$ cat src/rtl/tda_pkg.sv
`timescale 1ns / 1ps

package tda_pkg;

  // Configuration port
  localparam int ADDR_W = 5;
  localparam int DATA_W = 32;

  // Register indexes (paddr[4:2])
  localparam logic [2:0] REG_ELEMENT_BITS    = 3'd0;
  localparam logic [2:0] REG_MICRO_MODE      = 3'd1;
  localparam logic [2:0] REG_ARRAY_CLASS     = 3'd2;
  localparam logic [2:0] REG_TILE_DEPTH      = 3'd3;
  localparam logic [2:0] REG_ROW_TILES       = 3'd4;
  localparam logic [2:0] REG_SLICE_TILES     = 3'd5;
  localparam logic [2:0] REG_TILE_SIZE_BYTES = 3'd6;

  // Field widths
  localparam int COORD_W   = 14;
  localparam int Z_W       = 13;
  localparam int TILE_SH   = 3;                  // log2 of the micro tile side
  localparam int TCOORD_W  = COORD_W - TILE_SH;  // tile column / row
  localparam int IDX_W     = 9;
  localparam int EB_W      = 8;
  localparam int DEPTH_W   = 3;
  localparam int ROWT_W    = 12;
  localparam int SLICET_W  = 23;
  localparam int TSB_W     = 14;
  localparam int BIT_OFF_W = 51;
  localparam int BYTE_OFF_W = 48;

  // Micro tile modes
  localparam logic [2:0] MODE_DISPLAY = 3'd0;
  localparam logic [2:0] MODE_THIN    = 3'd1;
  localparam logic [2:0] MODE_DEPTH   = 3'd2;
  localparam logic [2:0] MODE_THICK   = 3'd3;
  localparam logic [2:0] MODE_ROTATED = 3'd4;

  // Array mode classes
  localparam logic [1:0] CLASS_THIN   = 2'd0;
  localparam logic [1:0] CLASS_THICK  = 2'd1;
  localparam logic [1:0] CLASS_XTHICK = 2'd2;

  // Element sizes
  localparam logic [7:0] ELEM_8   = 8'd8;
  localparam logic [7:0] ELEM_16  = 8'd16;
  localparam logic [7:0] ELEM_32  = 8'd32;
  localparam logic [7:0] ELEM_64  = 8'd64;
  localparam logic [7:0] ELEM_128 = 8'd128;

  typedef struct packed {
    logic [EB_W-1:0]     element_bits;
    logic [2:0]          micro_mode;
    logic [1:0]          array_class;
    logic [DEPTH_W-1:0]  tile_depth;
    logic [ROWT_W-1:0]   row_tiles;
    logic [SLICET_W-1:0] slice_tiles;
    logic [TSB_W-1:0]    tile_size_bytes;
  } cfg_t;

  typedef struct packed {
    logic [IDX_W-1:0] idx;
    logic             bad;
  } swz_t;

  // One restoring division step with a 3-bit divisor: returns {quotient bit, remainder}
  function automatic logic [3:0] div_step(input logic [2:0] rem, input logic zb,
                                          input logic [2:0] d);
    logic [3:0] t;
    logic [3:0] diff;
    t = {rem, zb};
    diff = t - {1'b0, d};
    if (t >= {1'b0, d}) begin
      return {1'b1, diff[2:0]};
    end else begin
      return {1'b0, t[2:0]};
    end
  endfunction

  // Element index inside the micro tile
  function automatic swz_t swizzle(input logic [2:0] x, input logic [2:0] y,
                                   input logic [2:0] z, input logic [EB_W-1:0] eb,
                                   input logic [2:0] mode, input logic [1:0] cls);
    swz_t r;
    logic thick_arr;
    logic xthick;
    r = '0;
    thick_arr = (cls == CLASS_THICK) || (cls == CLASS_XTHICK);
    xthick = (cls == CLASS_XTHICK);
    if (mode == MODE_DISPLAY) begin
      if (eb == ELEM_8) begin
        r.idx = {3'b000, y[2], y[0], y[1], x[2], x[1], x[0]};
      end else if (eb == ELEM_16) begin
        r.idx = {3'b000, y[2], y[1], y[0], x[2], x[1], x[0]};
      end else if (eb == ELEM_32) begin
        r.idx = {3'b000, y[2], y[1], x[2], y[0], x[1], x[0]};
      end else if (eb == ELEM_64) begin
        r.idx = {3'b000, y[2], y[1], x[2], x[1], y[0], x[0]};
      end else begin
        r.bad = 1'b1;
      end
    end else if ((mode == MODE_THIN) || (mode == MODE_DEPTH)) begin
      r.idx = {xthick & z[2], thick_arr & z[1], thick_arr & z[0],
               y[2], x[2], y[1], x[1], y[0], x[0]};
    end else if (mode == MODE_THICK) begin
      if (!thick_arr) begin
        r.bad = 1'b1;
      end else begin
        r.idx[8] = xthick & z[2];
        if ((eb == ELEM_8) || (eb == ELEM_16)) begin
          r.idx[7:0] = {y[2], x[2], z[1], z[0], y[1], x[1], y[0], x[0]};
        end else if (eb == ELEM_32) begin
          r.idx[7:0] = {y[2], x[2], z[1], y[1], z[0], x[1], y[0], x[0]};
        end else if ((eb == ELEM_64) || (eb == ELEM_128)) begin
          r.idx[7:0] = {y[2], x[2], z[1], y[1], x[1], z[0], y[0], x[0]};
        end else begin
          r.bad = 1'b1;
        end
      end
    end
    return r;
  endfunction

endpackage

$ cat src/rtl/tda_regs.sv
`timescale 1ns / 1ps

module tda_regs (
  input  logic                        clk,
  input  logic                        rst,
  input  logic                        psel,
  input  logic                        penable,
  input  logic                        pwrite,
  input  logic [tda_pkg::ADDR_W-1:0]  paddr,
  input  logic [tda_pkg::DATA_W-1:0]  pwdata,
  output logic [tda_pkg::DATA_W-1:0]  prdata,
  output logic                        pready,
  output tda_pkg::cfg_t               cfg
);

  logic [2:0] reg_idx;
  logic       wr_en;

  assign pready  = 1'b1;
  assign reg_idx = paddr[4:2];
  assign wr_en   = psel && penable && pwrite && pready;

  // Register writes
  always_ff @(posedge clk) begin
    if (rst) begin
      cfg.element_bits    <= tda_pkg::ELEM_32;
      cfg.micro_mode      <= tda_pkg::MODE_THIN;
      cfg.array_class     <= tda_pkg::CLASS_THIN;
      cfg.tile_depth      <= 3'd1;
      cfg.row_tiles       <= 12'd1;
      cfg.slice_tiles     <= 23'd1;
      cfg.tile_size_bytes <= 14'd256;
    end else if (wr_en) begin
      unique case (reg_idx)
        tda_pkg::REG_ELEMENT_BITS:    cfg.element_bits    <= pwdata[7:0];
        tda_pkg::REG_MICRO_MODE:      cfg.micro_mode      <= pwdata[2:0];
        tda_pkg::REG_ARRAY_CLASS:     cfg.array_class     <= pwdata[1:0];
        tda_pkg::REG_TILE_DEPTH:      cfg.tile_depth      <= pwdata[2:0];
        tda_pkg::REG_ROW_TILES:       cfg.row_tiles       <= pwdata[11:0];
        tda_pkg::REG_SLICE_TILES:     cfg.slice_tiles     <= pwdata[22:0];
        tda_pkg::REG_TILE_SIZE_BYTES: cfg.tile_size_bytes <= pwdata[13:0];
        default: ;
      endcase
    end
  end

  // Read back
  always_comb begin
    prdata = '0;
    unique case (reg_idx)
      tda_pkg::REG_ELEMENT_BITS:    prdata = {24'd0, cfg.element_bits};
      tda_pkg::REG_MICRO_MODE:      prdata = {29'd0, cfg.micro_mode};
      tda_pkg::REG_ARRAY_CLASS:     prdata = {30'd0, cfg.array_class};
      tda_pkg::REG_TILE_DEPTH:      prdata = {29'd0, cfg.tile_depth};
      tda_pkg::REG_ROW_TILES:       prdata = {20'd0, cfg.row_tiles};
      tda_pkg::REG_SLICE_TILES:     prdata = {9'd0, cfg.slice_tiles};
      tda_pkg::REG_TILE_SIZE_BYTES: prdata = {18'd0, cfg.tile_size_bytes};
      default:                      prdata = '0;
    endcase
  end

endmodule

$ cat src/rtl/tda_div.sv
`timescale 1ns / 1ps

// Three-stage restoring divider: 13-bit slice index by a 3-bit slice depth.
// Stage loads follow the pipeline's per-stage enables.
module tda_div (
  input  logic                       clk,
  input  logic [2:0]                 en,
  input  logic [tda_pkg::Z_W-1:0]    z,
  input  logic [2:0]                 d,
  output logic [tda_pkg::Z_W-1:0]    q
);

  logic [2:0] rem_a, rem_a_next;
  logic [4:0] q_a, q_a_next;
  logic [7:0] zl_a;
  logic [2:0] rem_b, rem_b_next;
  logic [8:0] q_b;
  logic [3:0] q_b_next;
  logic [3:0] zl_b;
  logic [3:0] q_c_next;

  // Quotient bits 12..8
  always_comb begin : step_a
    logic [2:0] r;
    logic [3:0] s;
    r = '0;
    for (int i = 4; i >= 0; i--) begin
      s = tda_pkg::div_step(r, z[8+i], d);
      q_a_next[i] = s[3];
      r = s[2:0];
    end
    rem_a_next = r;
  end

  // Quotient bits 7..4
  always_comb begin : step_b
    logic [2:0] r;
    logic [3:0] s;
    r = rem_a;
    for (int i = 3; i >= 0; i--) begin
      s = tda_pkg::div_step(r, zl_a[4+i], d);
      q_b_next[i] = s[3];
      r = s[2:0];
    end
    rem_b_next = r;
  end

  // Quotient bits 3..0
  always_comb begin : step_c
    logic [2:0] r;
    logic [3:0] s;
    r = rem_b;
    for (int i = 3; i >= 0; i--) begin
      s = tda_pkg::div_step(r, zl_b[i], d);
      q_c_next[i] = s[3];
      r = s[2:0];
    end
  end

  always_ff @(posedge clk) begin
    if (en[0]) begin
      rem_a <= rem_a_next;
      q_a   <= q_a_next;
      zl_a  <= z[7:0];
    end
    if (en[1]) begin
      rem_b <= rem_b_next;
      q_b   <= {q_a, q_b_next};
      zl_b  <= zl_a[3:0];
    end
    if (en[2]) begin
      q <= {q_b, q_c_next};
    end
  end

endmodule

$ cat src/rtl/tiled_1d_element_address_core.sv
`timescale 1ns / 1ps

// 1D micro-tiled element address core. Each beat of (coord_x, coord_y, coord_z)
// yields one beat of bit_offset, byte_offset and bad_combination. The datapath
// is a seven-stage pipeline: slice divide (three stages, alongside the swizzle,
// the tile row/column sum and the tile multiply), then two slice multiplies,
// the base sum and the final element add. Throughput is one beat per clock while
// the output is not back-pressured, with per-stage valid bits so bubbles collapse
// under back-pressure. Configuration registers sit on an APB port at byte
// addresses 4*i and must only be written while the pipeline is empty.
module tiled_1d_element_address_core (
  input  logic                                clk,
  input  logic                                rst,
  input  logic                                psel,
  input  logic                                penable,
  input  logic                                pwrite,
  input  logic [tda_pkg::ADDR_W-1:0]          paddr,
  input  logic [tda_pkg::DATA_W-1:0]          pwdata,
  output logic [tda_pkg::DATA_W-1:0]          prdata,
  output logic                                pready,
  input  logic                                in_valid,
  output logic                                in_ready,
  input  logic [tda_pkg::COORD_W-1:0]         coord_x,
  input  logic [tda_pkg::COORD_W-1:0]         coord_y,
  input  logic [tda_pkg::Z_W-1:0]             coord_z,
  output logic                                out_valid,
  input  logic                                out_ready,
  output logic [tda_pkg::BIT_OFF_W-1:0]       bit_offset,
  output logic [tda_pkg::BYTE_OFF_W-1:0]      byte_offset,
  output logic                                bad_combination
);

  tda_pkg::cfg_t cfg;
  logic [7:1]    vld;
  logic [8:1]    rdy;
  logic [2:0]    depth;
  logic [tda_pkg::Z_W-1:0] quo;
  tda_pkg::swz_t swz_next;

  // Stage 1
  tda_pkg::swz_t                 s1_swz;
  logic [22:0]                   s1_ym;
  logic [tda_pkg::TCOORD_W-1:0]  s1_xh;
  // Stage 2
  logic [23:0]                   s2_tl;
  logic [16:0]                   s2_p;
  logic                          s2_bad;
  // Stage 3
  logic [37:0]                   s3_tb;
  logic [16:0]                   s3_p;
  logic                          s3_bad;
  // Stage 4
  logic [35:0]                   s4_qs;
  logic [37:0]                   s4_tb;
  logic [16:0]                   s4_p;
  logic                          s4_bad;
  // Stage 5
  logic [47:0]                   s5_sb;
  logic [37:0]                   s5_tb;
  logic [16:0]                   s5_p;
  logic                          s5_bad;
  // Stage 6
  logic [47:0]                   s6_sum;
  logic [16:0]                   s6_p;
  logic                          s6_bad;
  // Stage 7 (output)
  logic [tda_pkg::BIT_OFF_W-1:0] s7_bit;
  logic                          s7_bad;

  tda_regs u_regs (
    .clk     (clk),
    .rst     (rst),
    .psel    (psel),
    .penable (penable),
    .pwrite  (pwrite),
    .paddr   (paddr),
    .pwdata  (pwdata),
    .prdata  (prdata),
    .pready  (pready),
    .cfg     (cfg)
  );

  assign depth = (cfg.tile_depth == 3'd0) ? 3'd1 : cfg.tile_depth;

  tda_div u_div (
    .clk (clk),
    .en  (rdy[3:1]),
    .z   (coord_z),
    .d   (depth),
    .q   (quo)
  );

  // Per-stage ready: a stage takes a beat when empty or when it drains
  always_comb begin
    rdy[8] = out_ready;
    for (int k = 7; k >= 1; k--) begin
      rdy[k] = !vld[k] || rdy[k+1];
    end
  end

  assign in_ready = rdy[1];

  always_ff @(posedge clk) begin
    if (rst) begin
      vld <= '0;
    end else begin
      if (rdy[1]) begin
        vld[1] <= in_valid;
      end
      for (int k = 2; k <= 7; k++) begin
        if (rdy[k]) begin
          vld[k] <= vld[k-1];
        end
      end
    end
  end

  assign swz_next = tda_pkg::swizzle(coord_x[2:0], coord_y[2:0], coord_z[2:0],
                                     cfg.element_bits, cfg.micro_mode, cfg.array_class);

  // Datapath stages
  always_ff @(posedge clk) begin
    if (rdy[1]) begin
      s1_swz <= swz_next;
      s1_ym  <= 23'(coord_y[13:3]) * 23'(cfg.row_tiles);
      s1_xh  <= coord_x[13:3];
    end
    if (rdy[2]) begin
      s2_tl  <= 24'(s1_ym) + 24'(s1_xh);
      s2_p   <= 17'(s1_swz.idx) * 17'(cfg.element_bits);
      s2_bad <= s1_swz.bad;
    end
    if (rdy[3]) begin
      s3_tb  <= 38'(s2_tl) * 38'(cfg.tile_size_bytes);
      s3_p   <= s2_p;
      s3_bad <= s2_bad;
    end
    if (rdy[4]) begin
      s4_qs  <= 36'(quo) * 36'(cfg.slice_tiles);
      s4_tb  <= s3_tb;
      s4_p   <= s3_p;
      s4_bad <= s3_bad;
    end
    if (rdy[5]) begin
      s5_sb  <= 48'(s4_qs) * 48'(cfg.tile_size_bytes);
      s5_tb  <= s4_tb;
      s5_p   <= s4_p;
      s5_bad <= s4_bad;
    end
    if (rdy[6]) begin
      s6_sum <= s5_sb + 48'(s5_tb);
      s6_p   <= s5_p;
      s6_bad <= s5_bad;
    end
    if (rdy[7]) begin
      s7_bit <= {s6_sum, 3'b000} + 51'(s6_p);
      s7_bad <= s6_bad;
    end
  end

  assign out_valid       = vld[7];
  assign bit_offset      = s7_bit;
  assign byte_offset     = s7_bit[50:3];
  assign bad_combination = s7_bad;

`ifndef SYNTHESIS
  // An empty output stage means the whole pipe can take a beat
  assert property (@(posedge clk) disable iff (rst) !out_valid |-> in_ready)
    else $error("input stalled while output stage is empty");

  // Byte offset is the bit offset shifted by three
  assert property (@(posedge clk) disable iff (rst)
    out_valid |-> (byte_offset == bit_offset[50:3]))
    else $error("byte offset out of step with bit offset");

  // Rotated mode never flags a bad combination
  assert property (@(posedge clk) disable iff (rst)
    (out_valid && (cfg.micro_mode == tda_pkg::MODE_ROTATED)) |-> !bad_combination)
    else $error("rotated mode flagged as unsupported");
`endif

endmodule

$ cat config.mk
export PLATFORM = sky130hd
export DESIGN_NAME = tiled_1d_element_address_core
export DESIGN_NICKNAME = d
export VERILOG_FILES = /design/src/rtl/tda_pkg.sv /design/src/rtl/tda_regs.sv /design/src/rtl/tda_div.sv /design/src/rtl/tiled_1d_element_address_core.sv
export SDC_FILE = /design/constraint.sdc
export NUM_CORES = 2
export LEC_CHECK = 0
export ABC_AREA = 1
export BUFFER_PORTS_ARGS = -buffer_cell sky130_fd_sc_hd__buf_2
export CAP_MARGIN = 20
export CORE_MARGIN = 4
export CORE_UTILIZATION = 50
export DETAILED_ROUTE_END_ITERATION = 8
export PLACE_DENSITY = 0.77
export SLEW_MARGIN = 40
export SYNTH_ARGS = -nofsm -noshare
export SYNTH_HDL_FRONTEND = slang
export SYNTH_SLANG_ARGS = --single-unit
$ cat constraint.sdc
create_clock -name clk -period 11.8 [get_ports clk]
set_clock_uncertainty 0.05 [all_clocks]
set_input_delay 2.36 -clock clk [delete_from_list [all_inputs] [get_ports clk]]
set_output_delay 2.36 -clock clk [all_outputs]
set_load 0.01 [all_outputs]
After elaboration in Yosys (flattened, before gate mapping)

Cells that the tools add are included.

Register bits: 573
Word-level logic and storage cells: 162
Input port bits: 85
Output and inout port bits: 135

Equality and inequality tests: 16
Reductions and logical operators: 30
Magnitude comparators: 13
Multipliers: 5
$add $sub $neg: 16
Bitwise operators: 3
Multiplexer cells: 35

Operators with widths:

| cell                 | number |
|---|---|
| $pmux W23 S7         | 1 |
| $mux W4              | 13 |
| $add A51 B17 Y51     | 1 |
| $add A48 B38 Y48     | 1 |
| $ge A4 B3 Y1         | 12 |
| $mul A36 B14 Y48     | 1 |
| $mul A24 B14 Y38     | 1 |
| $mul A13 B23 Y36     | 1 |
| $sub A3 B3 Y3        | 12 |
| $mux W9              | 3 |
| $add A23 B11 Y24     | 1 |
| $mux W8              | 3 |
| $mul A11 B12 Y23     | 1 |
| $mux W10             | 2 |
| $mux W6              | 3 |
| $mul A9 B8 Y17       | 1 |
| $reduce_and A2 Y1    | 7 |
| $eq A3 B2 Y1 const B | 4 |
| $logic_or A1 B1 Y1   | 11 |
| $eq A3 B3 Y1 const B | 3 |
| $logic_not A3 Y1     | 3 |
| $mux W1              | 9 |
| $eq A8 B4 Y1 const B | 1 |
| $eq A8 B5 Y1 const B | 1 |
| 12 further kinds     | 22 |

Depth between registers and ports, before layout

Word-level depth: 12
Depth in mapped cells: 41
Mapped depth without buffers: 41

Hierarchy

A second synthesis with hierarchy kept.

Cell total of the unflattened synthesis: 9643
Area total of the unflattened synthesis: 74845.5 um^2

By module, submodules not included:

| module                        | times used | cells each | area each (um^2) | seq. area each (um^2) |
|---|---|---|---|---|
| tiled_1d_element_address_core | 1          | 8800       | 68273.0          | 13833.3 |
| tda_regs                      | 1          | 529        | 3342.0           | 1301.2 |
| tda_div                       | 1          | 314        | 3230.6           | 1351.3 |

Worst setup path before layout

Ideal clock, no wire load.

Kind: input port to output port
Start: input port out_ready
End: output port in_ready
Cell stages on the path: 8
Setup slack: 0.200 ns
Arrival: 9.190 ns
Required time: 9.390 ns
Buffers on the path: 0
Cells stage by stage: nor2_1 -> inv_1 -> nor2_2 -> nand2_1 -> nor2_1 -> nand2_1 -> nor2_2 -> nand2_1

Longest elaborated chain between the ends: 7

Ends and longest elaborated chain:

| item                            | line                                | RTL |
|---|---|---|
| start: declaration              | tiled_1d_element_address_core.sv:27 | `input logic out_ready,` |
| $logic_or A1 B1 Y1              | tiled_1d_element_address_core.sv:97 | `rdy[k] = !vld[k] \|\| rdy[k+1];` |
| net rdy, one bit                | tiled_1d_element_address_core.sv:35 | `logic [8:1] rdy;` |
| $logic_or A1 B1 Y1 (2 in a row) | tiled_1d_element_address_core.sv:97 |  |
| net rdy, one bit                | tiled_1d_element_address_core.sv:35 |  |
| $logic_or A1 B1 Y1 (2 in a row) | tiled_1d_element_address_core.sv:97 |  |
| net rdy, one bit                | tiled_1d_element_address_core.sv:35 |  |
| $logic_or A1 B1 Y1 (2 in a row) | tiled_1d_element_address_core.sv:97 |  |
| end: declaration                | tiled_1d_element_address_core.sv:22 | `output logic in_ready,` |

The timed path passes the listed nets, and every way through them passes these cells.

Worst setup path after layout

Same ends and word-level chain as after synthesis.

==> summary by stage <==
Placement
The number of placed instances, taps included, is 10.2k. The area after detailed placement is 72,700 sq um. Timing analysis after detailed placement gives a worst setup slack of 4120 ps.

The count of buffers added on input and output ports is 198. After legalization and detailed placement, the total HPWL measured 152 mm. The last weighted congestion value of the routability-driven placer is 0.971.

Timing
Setup repair after global routing left no endpoint under its margin. The final-report max-slew violation count came to 0. Final hold analysis gives a worst-case slack of 349 ps. The slew at the pin closest to its max-slew limit is 876 ps. For the finished layout, the period the worst path requires is 7460 ps. The worst pin sits at a relative slew slack of 0.416. Of the available clock period, the critical path in the final layout requires 0.632. The achievable clock frequency is 0.134 GHz. The setup slack after layout is 4340 ps. The final hold violation count is 0.

In the final timing run, aggregate negative setup slack is 0 ps. Setup violations remaining at the end of the flow were counted as 0.

Route
The iteration-0 DRC count of the detailed router is 4,377. In the routed layout, each cell is associated on average with a via count of 5.31. The final routed DRC violation total is 0. The detailed router placed 54.8k vias in this run. The count of nets left with antenna violations once routing finished came out at 0.

The first detailed-routing pass took 8 iterations. Dividing the detail-routed wire length by the instance count gives 18.2 microns. The overall routed net length is 188 mm.

Cells and area
Summing all non-filler instances in the final layout gives an area of 75,300 sq um. Fill cells in the final layout number 12.6k. The final-stage net count is 9,991. The count of placed standard cells in the final layout, fillers left out is 10.3k. At the end of the flow the core is filled with cells to 0.539.

In the layout the commonest cells are 2,197 x nand2_1, 1,920 x inv_1, 1,041 x fa_1. The storage element area is 16,500 sq um. The library cell used most frequently in the layout, excluding fill and tap cells, is nand2_1. The relative area change from synthesis to final layout is 6.80%. Summing all multi-input logic gate instances after layout gives 45,300 sq um. Of the cells placed in the final design, the portion with a size suffix greater than 1 is 0.0524.

Global route
Entering global routing, the biggest net connects 67 pins. The combined global-route utilization of all metal layers is 0.260. The number of antenna violations at the first check in global routing came to 3.

The first global-routing pass estimated 304 mm of wire. The number of global-route vias before repair is 57.6k. The remaining global-route overflow is 0.

CTS
Buffers added to address setup during post-CTS repair amount to 0. The post-cts repair resize count is 0. The later pin in the worst-skew pair is clocked with a latency of 680 ps. Hold repair after CTS inserted 0 buffers. After clock tree synthesis, the clock-pin slew on the worst setup and hold paths is 60 ps. The buffer levels on the longest clock path is 3. TritonCTS built the clock tree. The tree built by TritonCTS fans out to 573 sinks. In this run, CTS created clock tree buffers numbering 66. The H-tree was split into 3 levels. The tree is rooted in a clkbuf_16.

Yosys
The cell area after technology mapping is 70,500 sq um. The flip-flop cell with the highest count after synthesis is edfxtp_1. The number of flops mapped to enable cells by yosys is 501. For this run, asynchronously set or reset flops after synthesis account for 0. The synthesized design contains 573 register bits. The share of the Yosys chip area taken by registers is 0.234. The count of mapped cells out of synthesis is 8,388. After synthesis, the netlist uses 61 different library cells. For this run, the number of Yosys warnings is 0.

The average instance area after synthesis is 8.40 sq um.

Die
After floorplanning, the core was divided into 137 placement rows. For this configuration, the core starts out at a cell density of 0.504. The width of the chip is 383 microns. The die is 383 microns tall. During I/O placement, the number of pins put on the boundary was 220. The floorplan core area is 140,000 sq um.

The floorplan step defined a die boundary enclosing 147,000 sq um.

Power and ir drop
The largest vdd supply drop is 0.140 mV. The completed layout was analyzed and its total power is 8.66 mW. The power per cell area is 115 nW/um^2. The static power due to leakage is 38.4 nW.

Critical path
The cell with the largest stage delay on the worst path is nor2_1. Counting both buffers and inverters, the worst setup path holds a total of 5. The number of gates on the worst path with buffers counted is 12.

The kind of end point of the critical path is a primary output. The data required time at the worst endpoint is 9390 ps. Along the worst path, the maximum fanout reaches 62. The launching element type of the critical path is an input pin. For this run, the slowest stage of the critical path takes 420 ps. Data on the critical path arrives at its endpoint at 5050 ps. The dominant delay contributor by cell family on the critical path is simple AND/OR/NAND/NOR gates.

The number of cells on the worst reg-to-reg path is 20. The critical path goes through buf_2 -> nor2_1 -> inv_2 -> buf_4 -> nor2_2 -> nand2_4 -> nor2_1 -> nand2_4 -> nor2_2 -> nand2_2 -> buf_6 -> buf_2. The kind of critical path is input pin to primary output.

Worst hold path
The number of cells on the worst hold path is 0. The path class of the tightest hold or removal check is register to register.

Outcome
The flow ran to the end, and the final reports show no timing, DRC or antenna violations.

Flow run
Across the run, the number of max-cap violations was 0.
==> state kept, by name, indices dropped and copies added, names as in the netlist, 23 cells and up <==
register,count
bit_offset,51
s1_ym,23
s2_tl,24
s3_tb,38
s4_qs,36
s4_tb,38
s5_sb,48
s5_tb,38
s6_sum,48
u_regs.cfg,65
==> routing by layer <==
layer,vias up,part of all wire,GRT usage
li1,25300,-,-
met1,26800,0.40,0.331
met2,2217,0.49,0.448
met3,414,0.074,0.0404
met4,2,0.038,0.0952
met5,-,0.000064,0
==> final timing paths <==
kind                               to  slack, ps                        from
setup / recovery             in_ready       4340                   out_ready
hold / removal      s6_p[0]$_DFFE_PP_        350           s5_p[0]$_DFFE_PP_
setup reg to reg  s5_sb[39]$_DFFE_PP_       5180  u_regs.cfg[3]$_SDFFE_PP0P_
hold reg to reg     s6_p[0]$_DFFE_PP_        350           s5_p[0]$_DFFE_PP_
==> power by group <==
group	switching [mW]	internal, mW	leakage [nW]	total, mW
clock network	0.887	1.29	1.12	2.18
registers	0.518	2.69	6.30	3.20
logic	2.15	1.12	31.0	3.27
total	3.56	5.10	38.4	8.66
==> kinds of logic after synthesis <==
| group | count (synthesis) | synth area share |
|---|---|---|
| AOI/OAI and AO/OA | 684 | 0.0544 |
| other | 2 | 0.000107 |
| DFF | 573 | 0.234 |
| xor gates and xnor gates | 223 | 0.0277 |
| adders and majority gates | 1527 | 0.382 |
| and+or+nand+nor | 3120 | 0.178 |
| buffers and inverters | 2259 | 0.124 |
==> synthesized netlist by cell type, types with 6 or more instances <==
cell | count | area share
xnor2_1 | 65 | 0.0081
nand2_2 | 14 | 0.0012
o211ai_1 | 10 | 0.0011
nor3_1 | 56 | 0.0040
nor2_1 | 516 | 0.027
a21oi_1 | 299 | 0.021
inv_2 | 6 | 0.00032
o2111ai_1 | 9 | 0.0011
dfxtp_1 | 72 | 0.020
a31oi_1 | 26 | 0.0023
ha_1 | 486 | 0.086
o21ai_1 | 15 | 0.0011
nand2_1 | 2200 | 0.12
inv_1 | 1926 | 0.10
buf_4 | 60 | 0.0064
a21o_1 | 23 | 0.0024
nand3_2 | 6 | 0.00085
o21bai_1 | 22 | 0.0023
edfxtp_1 | 501 | 0.21
o21ai_0 | 229 | 0.016
nand3_1 | 200 | 0.014
and2_1 | 6 | 0.00053
xor2_1 | 158 | 0.020
clkbuf_1 | 258 | 0.014
nand4_1 | 75 | 0.0067
buf_2 | 6 | 0.00043
o21a_1 | 12 | 0.0013
o21ai_2 | 7 | 0.00087
fa_1 | 1041 | 0.30
nand3b_1 | 11 | 0.0012
nor4_1 | 10 | 0.00089
==> final cells by class <==
| class | instances | area share |
|---|---|---|
| Clock inverter | 41 | 0.00826 |
| Inverter | 1932 | 0.0964 |
| Multi-Input combinational cell | 5564 | 0.602 |
| Timing Repair Buffer | 242 | 0.0196 |
| Sequential cell | 573 | 0.219 |
| Antenna cell | 1 | 0.0000332 |
| Tap cell | 1876 | 0.0312 |
| Clock buffer | 79 | 0.0230 |
No activity file was read; power rests on OpenSTA's default activity.
